===== src/rtl/npm_pkg.sv =====
package npm_pkg;

    // Store geometry and field widths.
    localparam int MAX_ELEMENTS = 8;
    localparam int IDX_W        = $clog2(MAX_ELEMENTS);
    localparam int DATA_W       = 8;
    localparam int CNT_W        = 4;

    // Commands from the controller to the datapath.
    typedef enum logic [3:0] {
        CMD_NONE,
        CMD_LOAD,
        CMD_START,
        CMD_RD_IDX,
        CMD_PREV_FIRST,
        CMD_PIV_CMP,
        CMD_SUCC_CMP,
        CMD_SWAP2,
        CMD_REV_RD_LO,
        CMD_REV_RD_HI,
        CMD_REV_W1,
        CMD_REV_W2,
        CMD_EMIT_INIT,
        CMD_EMIT
    } t_dp_cmd;

    // Status from the datapath to the controller.
    typedef struct packed {
        logic lt;        // element just read is below its right neighbor
        logic gt;        // element just read is above the pivot
        logic idx_zero;  // scan index is at the first position
        logic idx_last;  // scan index is at the last position in use
        logic lo_lt_hi;  // reversal pointers have not met
    } t_dp_status;

    // Saturates a written count to 2..MAX_ELEMENTS and returns the last index.
    function automatic logic [IDX_W-1:0] last_index(input logic [CNT_W-1:0] value);
        logic [IDX_W-1:0] result;
        if (value < CNT_W'(2)) begin
            result = IDX_W'(1);
        end else if (value > CNT_W'(MAX_ELEMENTS)) begin
            result = IDX_W'(MAX_ELEMENTS - 1);
        end else begin
            result = IDX_W'(value - CNT_W'(1));
        end
        return result;
    endfunction

endpackage


===== src/rtl/npm_ram.sv =====
module npm_ram #(
    parameter int WIDTH = 8,
    parameter int DEPTH = 8
) (
    input  logic                     i_clk,
    input  logic                     i_we,
    input  logic [$clog2(DEPTH)-1:0] i_waddr,
    input  logic [WIDTH-1:0]         i_wdata,
    input  logic [$clog2(DEPTH)-1:0] i_raddr,
    output logic [WIDTH-1:0]         o_rdata
);

    logic [WIDTH-1:0] r_mem [DEPTH];
    logic [WIDTH-1:0] r_rdata;

    // One write port and one registered read port.
    always_ff @(posedge i_clk) begin
        if (i_we) begin
            r_mem[i_waddr] <= i_wdata;
        end
        r_rdata <= r_mem[i_raddr];
    end

    assign o_rdata = r_rdata;

endmodule


===== src/rtl/npm_dp.sv =====
module npm_dp
    import npm_pkg::*;
(
    input  logic               i_clk,
    input  logic               i_rst_n,
    input  t_dp_cmd            i_cmd,
    output t_dp_status         o_status,
    input  logic               i_cfg_we,
    input  logic [CNT_W-1:0]   i_cfg_data,
    input  logic [IDX_W-1:0]   i_position,
    input  logic [DATA_W-1:0]  i_element_value,
    output logic               o_strobe,
    output logic [IDX_W-1:0]   o_out_position,
    output logic [DATA_W-1:0]  o_out_value,
    output logic               o_is_last,
    output logic               o_no_next
);

    logic [IDX_W-1:0]  r_last_idx;
    logic [IDX_W-1:0]  r_idx;
    logic [IDX_W-1:0]  r_pivot;
    logic [IDX_W-1:0]  r_succ;
    logic [IDX_W-1:0]  r_lo;
    logic [IDX_W-1:0]  r_hi;
    logic [DATA_W-1:0] r_prev;
    logic [DATA_W-1:0] r_pval;
    logic [DATA_W-1:0] r_tmp;
    logic              r_no_next;
    logic              r_strobe;
    logic [IDX_W-1:0]  r_out_position;
    logic [DATA_W-1:0] r_out_value;
    logic              r_out_is_last;
    logic              r_out_no_next;

    logic              ram_we;
    logic [IDX_W-1:0]  ram_waddr;
    logic [DATA_W-1:0] ram_wdata;
    logic [IDX_W-1:0]  ram_raddr;
    logic [DATA_W-1:0] ram_rdata;

    npm_ram #(
        .WIDTH (DATA_W),
        .DEPTH (MAX_ELEMENTS)
    ) u_store (
        .i_clk   (i_clk),
        .i_we    (ram_we),
        .i_waddr (ram_waddr),
        .i_wdata (ram_wdata),
        .i_raddr (ram_raddr),
        .o_rdata (ram_rdata)
    );

    // Status for the controller: comparisons on the word just read and checks on the pointers.
    assign o_status.lt       = ram_rdata < r_prev;
    assign o_status.gt       = ram_rdata > r_pval;
    assign o_status.idx_zero = r_idx == '0;
    assign o_status.idx_last = r_idx == r_last_idx;
    assign o_status.lo_lt_hi = r_lo < r_hi;

    // Read address selection.
    always_comb begin
        case (i_cmd)
            CMD_REV_RD_LO: ram_raddr = r_lo;
            CMD_REV_RD_HI: ram_raddr = r_hi;
            default:       ram_raddr = r_idx;
        endcase
    end

    // Write port selection: loads, the swap and the suffix reversal.
    always_comb begin
        ram_we    = 1'b0;
        ram_waddr = r_idx;
        ram_wdata = ram_rdata;
        case (i_cmd)
            CMD_LOAD: begin
                ram_we    = 1'b1;
                ram_waddr = i_position;
                ram_wdata = i_element_value;
            end
            CMD_SUCC_CMP: begin
                ram_we    = o_status.gt;
                ram_waddr = r_pivot;
            end
            CMD_SWAP2: begin
                ram_we    = 1'b1;
                ram_waddr = r_succ;
                ram_wdata = r_pval;
            end
            CMD_REV_W1: begin
                ram_we    = 1'b1;
                ram_waddr = r_lo;
            end
            CMD_REV_W2: begin
                ram_we    = 1'b1;
                ram_waddr = r_hi;
                ram_wdata = r_tmp;
            end
            default: begin
                ram_we = 1'b0;
            end
        endcase
    end

    // Control registers: element count and result strobe.
    always_ff @(posedge i_clk) begin
        if (!i_rst_n) begin
            r_last_idx <= IDX_W'(MAX_ELEMENTS - 1);
            r_strobe   <= 1'b0;
        end else begin
            if (i_cfg_we) begin
                r_last_idx <= last_index(i_cfg_data);
            end
            r_strobe <= i_cmd == CMD_EMIT;
        end
    end

    // Scan pointers, held values and the result register.
    always_ff @(posedge i_clk) begin
        case (i_cmd)
            CMD_START: begin
                r_idx     <= r_last_idx;
                r_no_next <= 1'b0;
            end
            CMD_PREV_FIRST: begin
                r_prev <= ram_rdata;
                r_idx  <= r_idx - IDX_W'(1);
            end
            CMD_PIV_CMP: begin
                if (o_status.lt) begin
                    r_pivot <= r_idx;
                    r_pval  <= ram_rdata;
                    r_idx   <= r_last_idx;
                end else if (o_status.idx_zero) begin
                    r_no_next <= 1'b1;
                end else begin
                    r_prev <= ram_rdata;
                    r_idx  <= r_idx - IDX_W'(1);
                end
            end
            CMD_SUCC_CMP: begin
                if (o_status.gt) begin
                    r_succ <= r_idx;
                    r_lo   <= r_pivot + IDX_W'(1);
                    r_hi   <= r_last_idx;
                end else begin
                    r_idx <= r_idx - IDX_W'(1);
                end
            end
            CMD_REV_RD_HI: begin
                r_tmp <= ram_rdata;
            end
            CMD_REV_W2: begin
                r_lo <= r_lo + IDX_W'(1);
                r_hi <= r_hi - IDX_W'(1);
            end
            CMD_EMIT_INIT: begin
                r_idx <= '0;
            end
            CMD_EMIT: begin
                r_out_position <= r_idx;
                r_out_value    <= ram_rdata;
                r_out_is_last  <= r_idx == r_last_idx;
                r_out_no_next  <= r_no_next;
                r_idx          <= r_idx + IDX_W'(1);
            end
            default: begin
            end
        endcase
    end

    assign o_strobe       = r_strobe;
    assign o_out_position = r_out_position;
    assign o_out_value    = r_out_value;
    assign o_is_last      = r_out_is_last;
    assign o_no_next      = r_out_no_next;

endmodule


===== src/rtl/npm_ctrl.sv =====
module npm_ctrl
    import npm_pkg::*;
(
    input  logic       i_clk,
    input  logic       i_rst_n,
    input  logic       i_start,
    input  logic       i_opcode,
    input  t_dp_status i_status,
    output t_dp_cmd    o_cmd,
    output logic       o_busy
);

    typedef enum logic [3:0] {
        ST_IDLE,
        ST_P_FIRST,
        ST_P_FIRSTW,
        ST_P_RD,
        ST_P_CMP,
        ST_S_RD,
        ST_S_CMP,
        ST_SWAP2,
        ST_R_CHK,
        ST_R_RD_HI,
        ST_R_W1,
        ST_R_W2,
        ST_E_RD,
        ST_E_OUT
    } t_state;

    t_state r_state;
    t_state n_state;
    logic   r_busy;

    // Next state and datapath command.
    always_comb begin
        n_state = r_state;
        o_cmd   = CMD_NONE;
        unique case (r_state)
            ST_IDLE: begin
                if (i_start) begin
                    if (i_opcode) begin
                        o_cmd   = CMD_START;
                        n_state = ST_P_FIRST;
                    end else begin
                        o_cmd = CMD_LOAD;
                    end
                end
            end
            ST_P_FIRST: begin
                o_cmd   = CMD_RD_IDX;
                n_state = ST_P_FIRSTW;
            end
            ST_P_FIRSTW: begin
                o_cmd   = CMD_PREV_FIRST;
                n_state = ST_P_RD;
            end
            ST_P_RD: begin
                o_cmd   = CMD_RD_IDX;
                n_state = ST_P_CMP;
            end
            ST_P_CMP: begin
                o_cmd = CMD_PIV_CMP;
                if (i_status.lt) begin
                    n_state = ST_S_RD;
                end else if (i_status.idx_zero) begin
                    n_state = ST_E_RD;
                end else begin
                    n_state = ST_P_RD;
                end
            end
            ST_S_RD: begin
                o_cmd   = CMD_RD_IDX;
                n_state = ST_S_CMP;
            end
            ST_S_CMP: begin
                o_cmd   = CMD_SUCC_CMP;
                n_state = i_status.gt ? ST_SWAP2 : ST_S_RD;
            end
            ST_SWAP2: begin
                o_cmd   = CMD_SWAP2;
                n_state = ST_R_CHK;
            end
            ST_R_CHK: begin
                if (i_status.lo_lt_hi) begin
                    o_cmd   = CMD_REV_RD_LO;
                    n_state = ST_R_RD_HI;
                end else begin
                    o_cmd   = CMD_EMIT_INIT;
                    n_state = ST_E_RD;
                end
            end
            ST_R_RD_HI: begin
                o_cmd   = CMD_REV_RD_HI;
                n_state = ST_R_W1;
            end
            ST_R_W1: begin
                o_cmd   = CMD_REV_W1;
                n_state = ST_R_W2;
            end
            ST_R_W2: begin
                o_cmd   = CMD_REV_W2;
                n_state = ST_R_CHK;
            end
            ST_E_RD: begin
                o_cmd   = CMD_RD_IDX;
                n_state = ST_E_OUT;
            end
            ST_E_OUT: begin
                o_cmd   = CMD_EMIT;
                n_state = i_status.idx_last ? ST_IDLE : ST_E_RD;
            end
            default: begin
                n_state = ST_IDLE;
            end
        endcase
    end

    // State register and registered busy flag.
    always_ff @(posedge i_clk) begin
        if (!i_rst_n) begin
            r_state <= ST_IDLE;
            r_busy  <= 1'b0;
        end else begin
            r_state <= n_state;
            r_busy  <= n_state != ST_IDLE;
        end
    end

    assign o_busy = r_busy;

endmodule


===== src/rtl/next_permutation_multiset.sv =====
// Next lexicographic permutation of a stored sequence of up to eight bytes.
//
// A request is taken at a rising edge with start high and busy low. With
// i_opcode low it writes i_element_value at i_position and
// busy stays low. With i_opcode high it steps the first element_count
// positions to their next permutation and then emits one result per
// position, in order, on o_strobe; o_is_last marks the final one and
// o_no_next is set on all of them when the sequence was already the last
// permutation (it is then left unchanged). Results cannot be held off.
// An advance keeps busy high through the pivot scan, the successor scan,
// the swap, the reversal of the suffix and the read-out of the results:
// every step goes through the single read port of the store, whose read
// data is registered. The last result is on the ports in the cycle in
// which busy falls.
// The count register is written over i_cfg_valid/o_cfg_ready while the
// block is idle and no request is offered; values outside 2..8 are saturated.
// Reset returns the controller to idle and the count to 8. The store is not
// cleared; every position used must be loaded before the first advance.
module next_permutation_multiset
    import npm_pkg::*;
(
    input  logic              i_clk,
    input  logic              i_rst_n,
    input  logic              start,
    output logic              busy,
    input  logic              i_opcode,
    input  logic [IDX_W-1:0]  i_position,
    input  logic [DATA_W-1:0] i_element_value,
    input  logic              i_cfg_valid,
    output logic              o_cfg_ready,
    input  logic [CNT_W-1:0]  i_cfg_data,
    output logic              o_strobe,
    output logic [IDX_W-1:0]  o_out_position,
    output logic [DATA_W-1:0] o_out_value,
    output logic              o_is_last,
    output logic              o_no_next
);

    t_dp_cmd    cmd;
    t_dp_status status;

    // The count only changes while no advance is running or starting.
    assign o_cfg_ready = ~busy & ~start;

    npm_ctrl u_ctrl (
        .i_clk    (i_clk),
        .i_rst_n  (i_rst_n),
        .i_start  (start),
        .i_opcode (i_opcode),
        .i_status (status),
        .o_cmd    (cmd),
        .o_busy   (busy)
    );

    npm_dp u_dp (
        .i_clk           (i_clk),
        .i_rst_n         (i_rst_n),
        .i_cmd           (cmd),
        .o_status        (status),
        .i_cfg_we        (i_cfg_valid & o_cfg_ready),
        .i_cfg_data      (i_cfg_data),
        .i_position      (i_position),
        .i_element_value (i_element_value),
        .o_strobe        (o_strobe),
        .o_out_position  (o_out_position),
        .o_out_value     (o_out_value),
        .o_is_last       (o_is_last),
        .o_no_next       (o_no_next)
    );

    // A load request never makes the block busy.
    a_load_no_busy: assert property (@(posedge i_clk) disable iff (!i_rst_n)
        start && !busy && !i_opcode |=> !busy)
        else $error("load request raised busy");

    // Busy only rises after an advance request.
    a_busy_cause: assert property (@(posedge i_clk) disable iff (!i_rst_n)
        $rose(busy) |-> $past(start) && $past(i_opcode))
        else $error("busy rose without an advance request");

    // The last result closes the sequence.
    a_last_ends: assert property (@(posedge i_clk) disable iff (!i_rst_n)
        o_strobe && o_is_last |=> !o_strobe)
        else $error("result follows the last one");

    // Results that are not last are followed by the next position.
    a_next_pos: assert property (@(posedge i_clk) disable iff (!i_rst_n)
        o_strobe && !o_is_last |-> ##2 (o_strobe &&
            o_out_position == IDX_W'($past(o_out_position, 2) + IDX_W'(1))))
        else $error("emitted positions out of order");

endmodule

===== config.mk =====
export PLATFORM = sky130hd
export DESIGN_NAME = next_permutation_multiset
export DESIGN_NICKNAME = d
export VERILOG_FILES = /design/src/rtl/npm_pkg.sv /design/src/rtl/npm_ram.sv /design/src/rtl/npm_dp.sv /design/src/rtl/npm_ctrl.sv /design/src/rtl/next_permutation_multiset.sv
export SDC_FILE = /design/constraint.sdc
export NUM_CORES = 1
export LEC_CHECK = 0
export ABC_AREA = 1
export ABC_CLOCK_PERIOD_IN_PS = 2600
export BUFFER_PORTS_ARGS = -buffer_cell sky130_fd_sc_hd__buf_2
export CAP_MARGIN = 20
export CORE_ASPECT_RATIO = 1.25
export CORE_MARGIN = 1
export CORE_UTILIZATION = 25
export DETAILED_ROUTE_END_ITERATION = 10
export PLACE_DENSITY = 0.45
export SKIP_LAST_GASP = 1
export SYNTH_ARGS = -nofsm -noshare
export SYNTH_HDL_FRONTEND = slang
export SYNTH_SLANG_ARGS = --single-unit

===== constraint.sdc =====
create_clock -name i_clk -period 2.6 [get_ports i_clk]
set_input_delay 0.13 -clock i_clk [delete_from_list [all_inputs] [get_ports i_clk]]
set_output_delay 0.13 -clock i_clk [all_outputs]
set_load 0.01 [all_outputs]

==> results.py, run 1 <==
metrics = {
    "route": {
        "wl_met3_um": 307,
        "drc": 0,
        "vias": 4548,
        "wire_per_inst_um": 14.3,
        "top_layer": "met4",
        "drtPass1Iterations": 4,
        "drt_wl_total_mm": 15.6,
        "antenna_left": 0,
        "drt_iter0_markers": 198,
        "vias_per_cell": 4.17,
        "drt-met1-wl_mm": 6.91,
        "dr_wl_met2_mm": 8.13,
    },
    "setup_path": {
        "critPathLaunch": "u_dp.r_hi[2]",
        "arrival_ps": 2630,
        "rr_endpoint": "u_dp.u_store.o_rdata[4]",
        "critPathMaxFanout": 32,
        "crit_required_ps": 2880,
        "rr_startpoint": "u_dp.r_hi[2]",
        "critPathCapture": "u_dp.u_store.o_rdata[4]",
        "worst-setup-path-type": "flip-flop to flip-flop",
        "r2r_cells": 12,
        "start_kind": "flip-flop",
        "cp-end-kind": "flip-flop",
        "reg2reg_slack_ps": 250,
    },
    "sta": {
        "drv_slew": 0,
        "rsz0062_at_grt": "false",
        "fin_crit_ps": 2350,
        "fin_skew_ps": 13.8,
        "setup_tns_ps": 0,
        "setup_ws_ps": 252,
        "timing.fmax_mhz": 426,
        "worstMarginPinSlew_ps": 712,
        "final-hold-violation-count": 0,
        "setup_violations": 0,
        "slew_headroom_pct": 52.3,
        "finalCritPeriodShare_pct": 90.3,
    },
    "clocking": {
        "cts_sinks": 134,
        "cts.path.max_buffers": 2,
        "ctsResizeCount": 0,
        "htree_levels": 4,
        "clk_latency_ps": 410,
        "root_buffer": "clkbuf_16",
        "cts_tree": "done",
        "path_clk_slew_ps": 60,
        "cts-buffers-inserted": 17,
    },
    "grt": {
        "grt_pass1_vias": 4567,
        "antenna_found_initial": 0,
        "grt_max_degree": 33,
        "grt_first_pass_wirelength_mm": 24.6,
        "grt_overflow": 0,
        "grt_usage_pct": 12.1,
    },
    "placement": {
        "io_buffers": 35,
        "place_ws_ps": 289,
        "dp_hpwl_mm": 11.5,
        "gp_congestion": 0.810,
    },
    "final_layout": {
        "multiInputGateArea_um2": 2130,
        "nets": 780,
        "syn_to_final_growth_pct": 19.9,
        "drive_gt1_share_pct": 17.3,
        "fin_util_pct": 30.4,
        "fill_cells": 2781,
        "regArea_um2": 3850,
        "n_antenna_cell": 0,
    },
    "floorplanning": {
        "die_w_um": 147,
        "die_h_um": 183,
        "initial_core_util_pct": 25.4,
        "ioPinCount": 36,
        "fp-row-count": 66,
        "die-area_um2": 27000,
        "core_area_um2": 25900,
    },
    "power_and_ir_drop": {
        "pwr-share-comb_pct": 14.4,
        "p_int_mw": 4.28,
        "power_frac_seq_pct": 45.4,
        "pwr_density_cell_nw_per_um2": 745,
        "p_switching_mw": 1.60,
        "p_leak_nw": 3.54,
        "p_clk_share_pct": 40.2,
        "swShare_pct": 27.2,
        "peakVddDrop_mv": 0.441,
    },
    "logic_synthesis": {
        "synth_top_area_share_pct": 53.3,
        "synth_fp_nets": 711,
        "syn_avg_cell_area_um2": 9.86,
        "ys_seq_elements": 134,
        "syn_area_um2": 6590,
        "ys_types": 40,
        "synth_seq_area_share_pct": 58.5,
        "synth_area_leaders": "edfxtp_1, nand2_1, inv_1, nand3_1, dfxtp_1",
        "yosysTopAreaCell": "edfxtp_1",
        "ys_warn_count": 0,
        "netlist_instances": 668,
    },
    "job": {
        "timing.max_cap.violations": 0,
    },
    "min_path": {
        "min_path_cells": 5,
        "hold_class": "primary input to flip-flop",
    },
    "run_status": {
        "status": "finished clean",
    },
}
==> worst min path at each step <==
stage	startpoint	to
after CTS	i_cfg_data[3]	u_dp.r_last_idx[2]
final	i_cfg_data[3]	u_dp.r_last_idx[2]
after floorplan	i_rst_n	u_dp.r_last_idx[0]
after global placement	i_rst_n	u_dp.r_last_idx[0]
after global routing	i_cfg_data[3]	u_dp.r_last_idx[2]
after detailed placement	i_rst_n	u_dp.r_last_idx[2]
==> synth_stat cells (all sizes together) <==
cell / n
nand2: 175
inv: 130
edfxtp: 117
nand3: 83
nor2: 38
ha: 23
dfxtp: 17
o21ai: 17
buf: 13
a21oi: 12
a22oi: 10
o211ai: 7
xnor2: 6
nand4: 5
nor3: 5
o21a: 2
a211oi: 1
a22o: 1
a31oi: 1
clkbuf: 1
o211a: 1
o22ai: 1
or2: 1
xor2: 1
==> kinds of logic (layout without fill, tap and decap cells) <==
family          count (synthesis)  after routing  synth area share, %
compound gates                 53             53                 5.07
xor+xnor                        7              7                0.931
buf+inv                       144            226                 9.10
fa+ha+maj                      23             23                 4.37
simple gates                  307            307                 22.0
flops                         134            134                 58.5
==> flip-flops by register name, indices dropped and copies added, names as in the netlist, 4 cells and up <==
signal                cells
u_dp.u_store.o_rdata      8
u_dp.u_store.r_mem       64
u_dp.o_out_value          8
u_ctrl.r_state            4
u_dp.r_prev               8
u_dp.r_pval               8
u_dp.r_tmp                8
==> stage by stage <==
stage	cell area [µm²]	instances	power, mW	hold slack, ps
2_1_floorplan	6590	668	3.26	199
3_3_place_gp	7310	1057	3.57	367
3_5_place_dp	7310	1057	3.58	366
4_1_cts	7890	1090	5.96	27.7
5_1_grt	7890	1090	6.14	74.5
6_report	7890	1090	5.88	47.1
==> routing by layer <==
| layer | track usage (%) | vias up |
|---|---|---|
| met2 | 21.7 | 59 |
| met4 | 4.78 | 0 |
| met5 | 0 | - |
| li1 | - | 2340 |
| met1 | 14.2 | 2139 |
| met3 | 2.46 | 10 |
==> cells in the final DEF (no fill, tap or decap), types with 7 or more instances in the layout <==
| cell type | synthesis | layout |
|---|---|---|
| nand2_1 | 168 | 168 |
| inv_1 | 121 | 121 |
| edfxtp_1 | 117 | 117 |
| nand3_1 | 70 | 70 |
| buf_2 | 7 | 35 |
| nor2_1 | 33 | 33 |
| buf_4 | 3 | 27 |
| ha_1 | 23 | 23 |
| clkbuf_16 | 0 | 17 |
| dfxtp_1 | 17 | 17 |
| o21ai_0 | 16 | 16 |
| nand3_2 | 11 | 11 |
| a21oi_1 | 11 | 11 |
| a22oi_1 | 10 | 10 |
| inv_2 | 7 | 7 |
| o211ai_1 | 7 | 7 |
==> worst max-delay path, cell delays in order (launching register included) <==
cell      delay (ps)
edfxtp_1         400
inv_1            130
ha_1             260
a21oi_2          240
nand3_4          120
nand2_8          100
nand3_4          180
nand2_4          340
nand2_1          100
nand3_1           90
nand2_1           60
nand2_1           70
nand2_1           80
==> power by group through the flow <==
stage	registers (mW)	logic [mW]	clock network, mW
final	2.67	0.845	2.37
after global routing	2.69	0.963	2.50
after CTS	2.67	0.863	2.43
after detailed placement	2.72	0.861	0
after global placement	2.72	0.856	0
after floorplan	2.67	0.589	0
==> final cells by class <==
class,instances,area share [%]
repair buffers,64,5.17
well taps,340,5.39
multi-input cells,390,27.0
clock buffers,20,5.53
clock inverters,12,1.79
inverters,130,6.28
flip-flops and latches,134,48.8
==> repair_timing <==
item / 4_1_cts / 5_1_grt
endpoints found under the hold margin: 4 / 0
buffers inserted: 0 / 0
hold buffers: 1 / 0
Note: power is estimated with default switching activity, not from simulation.
==> inputs of run 2 (changes only) <==
ABC_AREA = unset   (was 1)
MAX_ROUTING_LAYER = met4   (was unset)
PLACE_DENSITY = 0.46   (was 0.45)
==> run 2 against run 1 <==
Effect of this change:
- the flow now finishes with violations (negative setup slack)
- global-route usage is 1.5 points higher
- clock skew is 2.7 ps lower
- via count is 9.8% lower
- largest power group unchanged
- synthesized area is 6.5% lower
==> results.py, run 2 <==
metrics = {
    "run_status": {
        "status": "finished, violations left",
        "violations": "negative setup slack",
    },
    "clocking": {
        "cts_sinks": 134,
        "path_clk_slew_ps": 60,
        "cts-buffers-inserted": 17,
        "htree_levels": 4,
        "cts.path.max_buffers": 2,
        "clk_latency_ps": 430,
        "root_buffer": "clkbuf_16",
        "cts_tree": "done",
    },
    "grt": {
        "grt_pass1_vias": 4213,
        "grt_overflow": 0,
        "antenna_found_initial": 0,
        "grt_usage_pct": 13.6,
        "grt_first_pass_wirelength_mm": 24.2,
        "grt_max_degree": 17,
    },
    "setup_path": {
        "critPathMaxFanout": 4,
        "critPathCapture": "u_dp.u_store.o_rdata[5]",
        "reg2reg_slack_ps": -40,
        "cp.depth": 10,
        "cp-end-kind": "flip-flop",
        "slowest_delay_ps": 400,
        "critPathMostFrequentCell": "mux2_4",
        "r2r_cells": 10,
        "crit_chain": "inv_2 -> ha_4 -> a211o_1 -> a211oi_4 -> buf_6 -> mux2_4 -> a22oi_2 -> mux2i_1 -> mux2_4 -> o221a_4",
        "worst-setup-path-type": "flip-flop to flip-flop",
        "arrival_ps": 2960,
        "start_kind": "flip-flop",
        "crit_slowest_cell": "edfxtp_1",
        "crit_required_ps": 2910,
        "rr_endpoint": "u_dp.u_store.o_rdata[5]",
        "rr_startpoint": "u_dp.r_hi[1]",
        "path_delay_family": "compound AO/OA/AOI/OAI gates",
        "crit_buf_inv": 2,
        "critPathLaunch": "u_dp.r_hi[1]",
    },
    "final_layout": {
        "drive_gt1_share_pct": 35.4,
        "nets": 604,
        "syn_to_final_growth_pct": 30.1,
        "fill_cells": 2385,
        "layout_common_cells": "edfxtp_1, buf_4, nor2_1",
        "final_common_cell": "edfxtp_1",
        "n_antenna_cell": 0,
        "fin_area_um2": 8020,
        "largest_reg_flops": 64,
        "top_register": "u_dp.u_store.r_mem",
    },
    "placement": {
        "gp_congestion": 0.868,
        "io_buffers": 35,
        "dp_hpwl_mm": 11.2,
        "place_area_um2": 7210,
    },
    "sta": {
        "setup_ws_ps": -44.9,
        "timing.fmax_mhz": 378,
        "drv_slew": 0,
        "rsz0062_at_grt": "true",
        "setup_violations": 3,
        "fin_crit_ps": 2640,
        "fin_skew_ps": 11.1,
        "finalCritPeriodShare_pct": 102,
        "final-hold-violation-count": 0,
        "worstMarginPinSlew_ps": 672,
        "slew_headroom_pct": 55.0,
    },
    "route": {
        "drt-met1-wl_mm": 6.54,
        "wire_per_inst_um": 17.3,
        "drt_iter0_markers": 327,
        "top_layer": "met4",
        "drt_wl_total_mm": 15.5,
        "vias": 4101,
        "wl_met3_um": 472,
        "vias_per_cell": 4.56,
        "drtPass1Iterations": 5,
        "dr_wl_met2_mm": 8.29,
        "drc": 0,
        "antenna_left": 0,
    },
    "floorplanning": {
        "die_w_um": 142,
        "die_h_um": 178,
        "ioPinCount": 36,
        "die-area_um2": 25300,
        "initial_core_util_pct": 25.7,
        "core_area_um2": 24000,
        "fp-row-count": 63,
    },
    "logic_synthesis": {
        "syn_avg_cell_area_um2": 13.9,
        "yosysMostFrequentCell": "edfxtp_1",
        "synthArstFlopShare_pct": 0,
        "synth_fp_nets": 487,
        "synth_top_area_share_pct": 57.0,
        "netlist_instances": 444,
        "synth_seq_area_share_pct": 62.6,
        "synth_ff_type": "edfxtp_1",
        "ys_types": 55,
        "ys_seq_elements": 134,
        "synth_area_leaders": "edfxtp_1, dfxtp_1, ha_1, mux4_1, nor2_1",
        "syn_area_um2": 6160,
        "yosysTopAreaCell": "edfxtp_1",
        "ys_warn_count": 0,
        "synth_edf_count": 117,
        "synthTopCellsByCount": "edfxtp_1, nor2_1, nand2_1, inv_1, ha_1",
    },
    "power_and_ir_drop": {
        "peakVddDrop_mv": 0.436,
        "p_clk_share_pct": 38.4,
        "finalPower_mw": 5.86,
        "power_frac_seq_pct": 44.7,
        "pwr-share-comb_pct": 16.9,
        "p_switching_mw": 1.60,
        "p_leak_nw": 3.02,
        "p_int_mw": 4.26,
        "pwr_density_cell_nw_per_um2": 731,
        "swShare_pct": 27.4,
    },
    "min_path": {
        "hold_class": "primary input to flip-flop",
    },
    "job": {
        "timing.max_cap.violations": 0,
    },
}
## run 2: routing by layer
metal | track usage [%] | vias up
met1 | 14.9 | 2066
met2 | 24.0 | 79
met5 | - | -
met3 | 3.05 | 16
met4 | 5.42 | 0
li1 | - | 1940
## run 2: worst min path at each step
stage | from | slack (ps) | to | depth (start not counted)
2_1_floorplan | i_rst_n | 200 | u_dp.r_last_idx[1] | 1
3_3_place_gp | i_rst_n | 370 | u_dp.r_last_idx[1] | 2
3_5_place_dp | i_rst_n | 370 | u_dp.r_last_idx[1] | 2
4_1_cts | i_cfg_data[3] | 0.5 | u_dp.r_last_idx[2] | 3
5_1_grt | i_cfg_data[3] | 60 | u_dp.r_last_idx[2] | 3
6_report | i_cfg_data[3] | 30 | u_dp.r_last_idx[2] | 3
## run 2: power groups by stage
stage	registers (mW)	logic [mW]	clock network, mW
final	2.62	0.992	2.25
after global routing	2.63	1.09	2.39
after CTS	2.62	0.970	2.31
after global placement	2.66	0.888	0
after floorplan	2.66	0.543	0
after detailed placement	2.66	0.917	0
## run 2: area by class of cell
class	instances	area [µm²]	share of cell area (%)
timing repair buffer	112	808	10.1
tap	325	407	5.07
clock buffer	18	429	5.35
clock inverter	14	121	1.51
inverter	26	97.6	1.22
multi-input combinational	270	2290	28.6
sequential	134	3860	48.2
## run 2: timing repair
action	CTS	global route
endpoints found under the hold margin	4	0
gates cloned	1	0
buffers inserted	6	1
endpoints found under the setup margin	80	73
hold buffers	1	0
gates resized for setup	20	28
pin swaps	5	8
## run 2: worst reg2reg max path, cell delays in order (launching register included)
cell	delay, ps
edfxtp_1	400
inv_2	100
ha_4	200
a211o_1	300
a211oi_4	280
buf_6	150
mux2_4	330
a22oi_2	140
mux2i_1	110
mux2_4	280
o221a_4	260
## run 2: metrics by stage
stage / hold slack, ps / util (%) / TNS [ps] / cells / worst slack (ps)
after global routing: 58.9 / 33.5 / -1230 / 899 / -155
final: 31.7 / 33.5 / -49.3 / 899 / -44.9
after global placement: 366 / 30.1 / -9930 / 858 / -159
after detailed placement: 368 / 30.1 / -11800 / 858 / -188
after CTS: 0.463 / 33.1 / -583 / 898 / -91.0
after floorplan: 202 / - / -840 / 444 / -150
## run 2: logic make-up after synthesis
family                   Yosys count  synth area share [%]
XOR/XNOR                           7                 0.995
multiplexers                      31                  8.53
adder cells (fa/ha/maj)           23                  4.67
flip-flops                       134                  62.6
AND/OR/NAND/NOR                  120                  9.36
buffers and inverters             41                  2.84
AO/OA/AOI/OAI                     88                  11.0
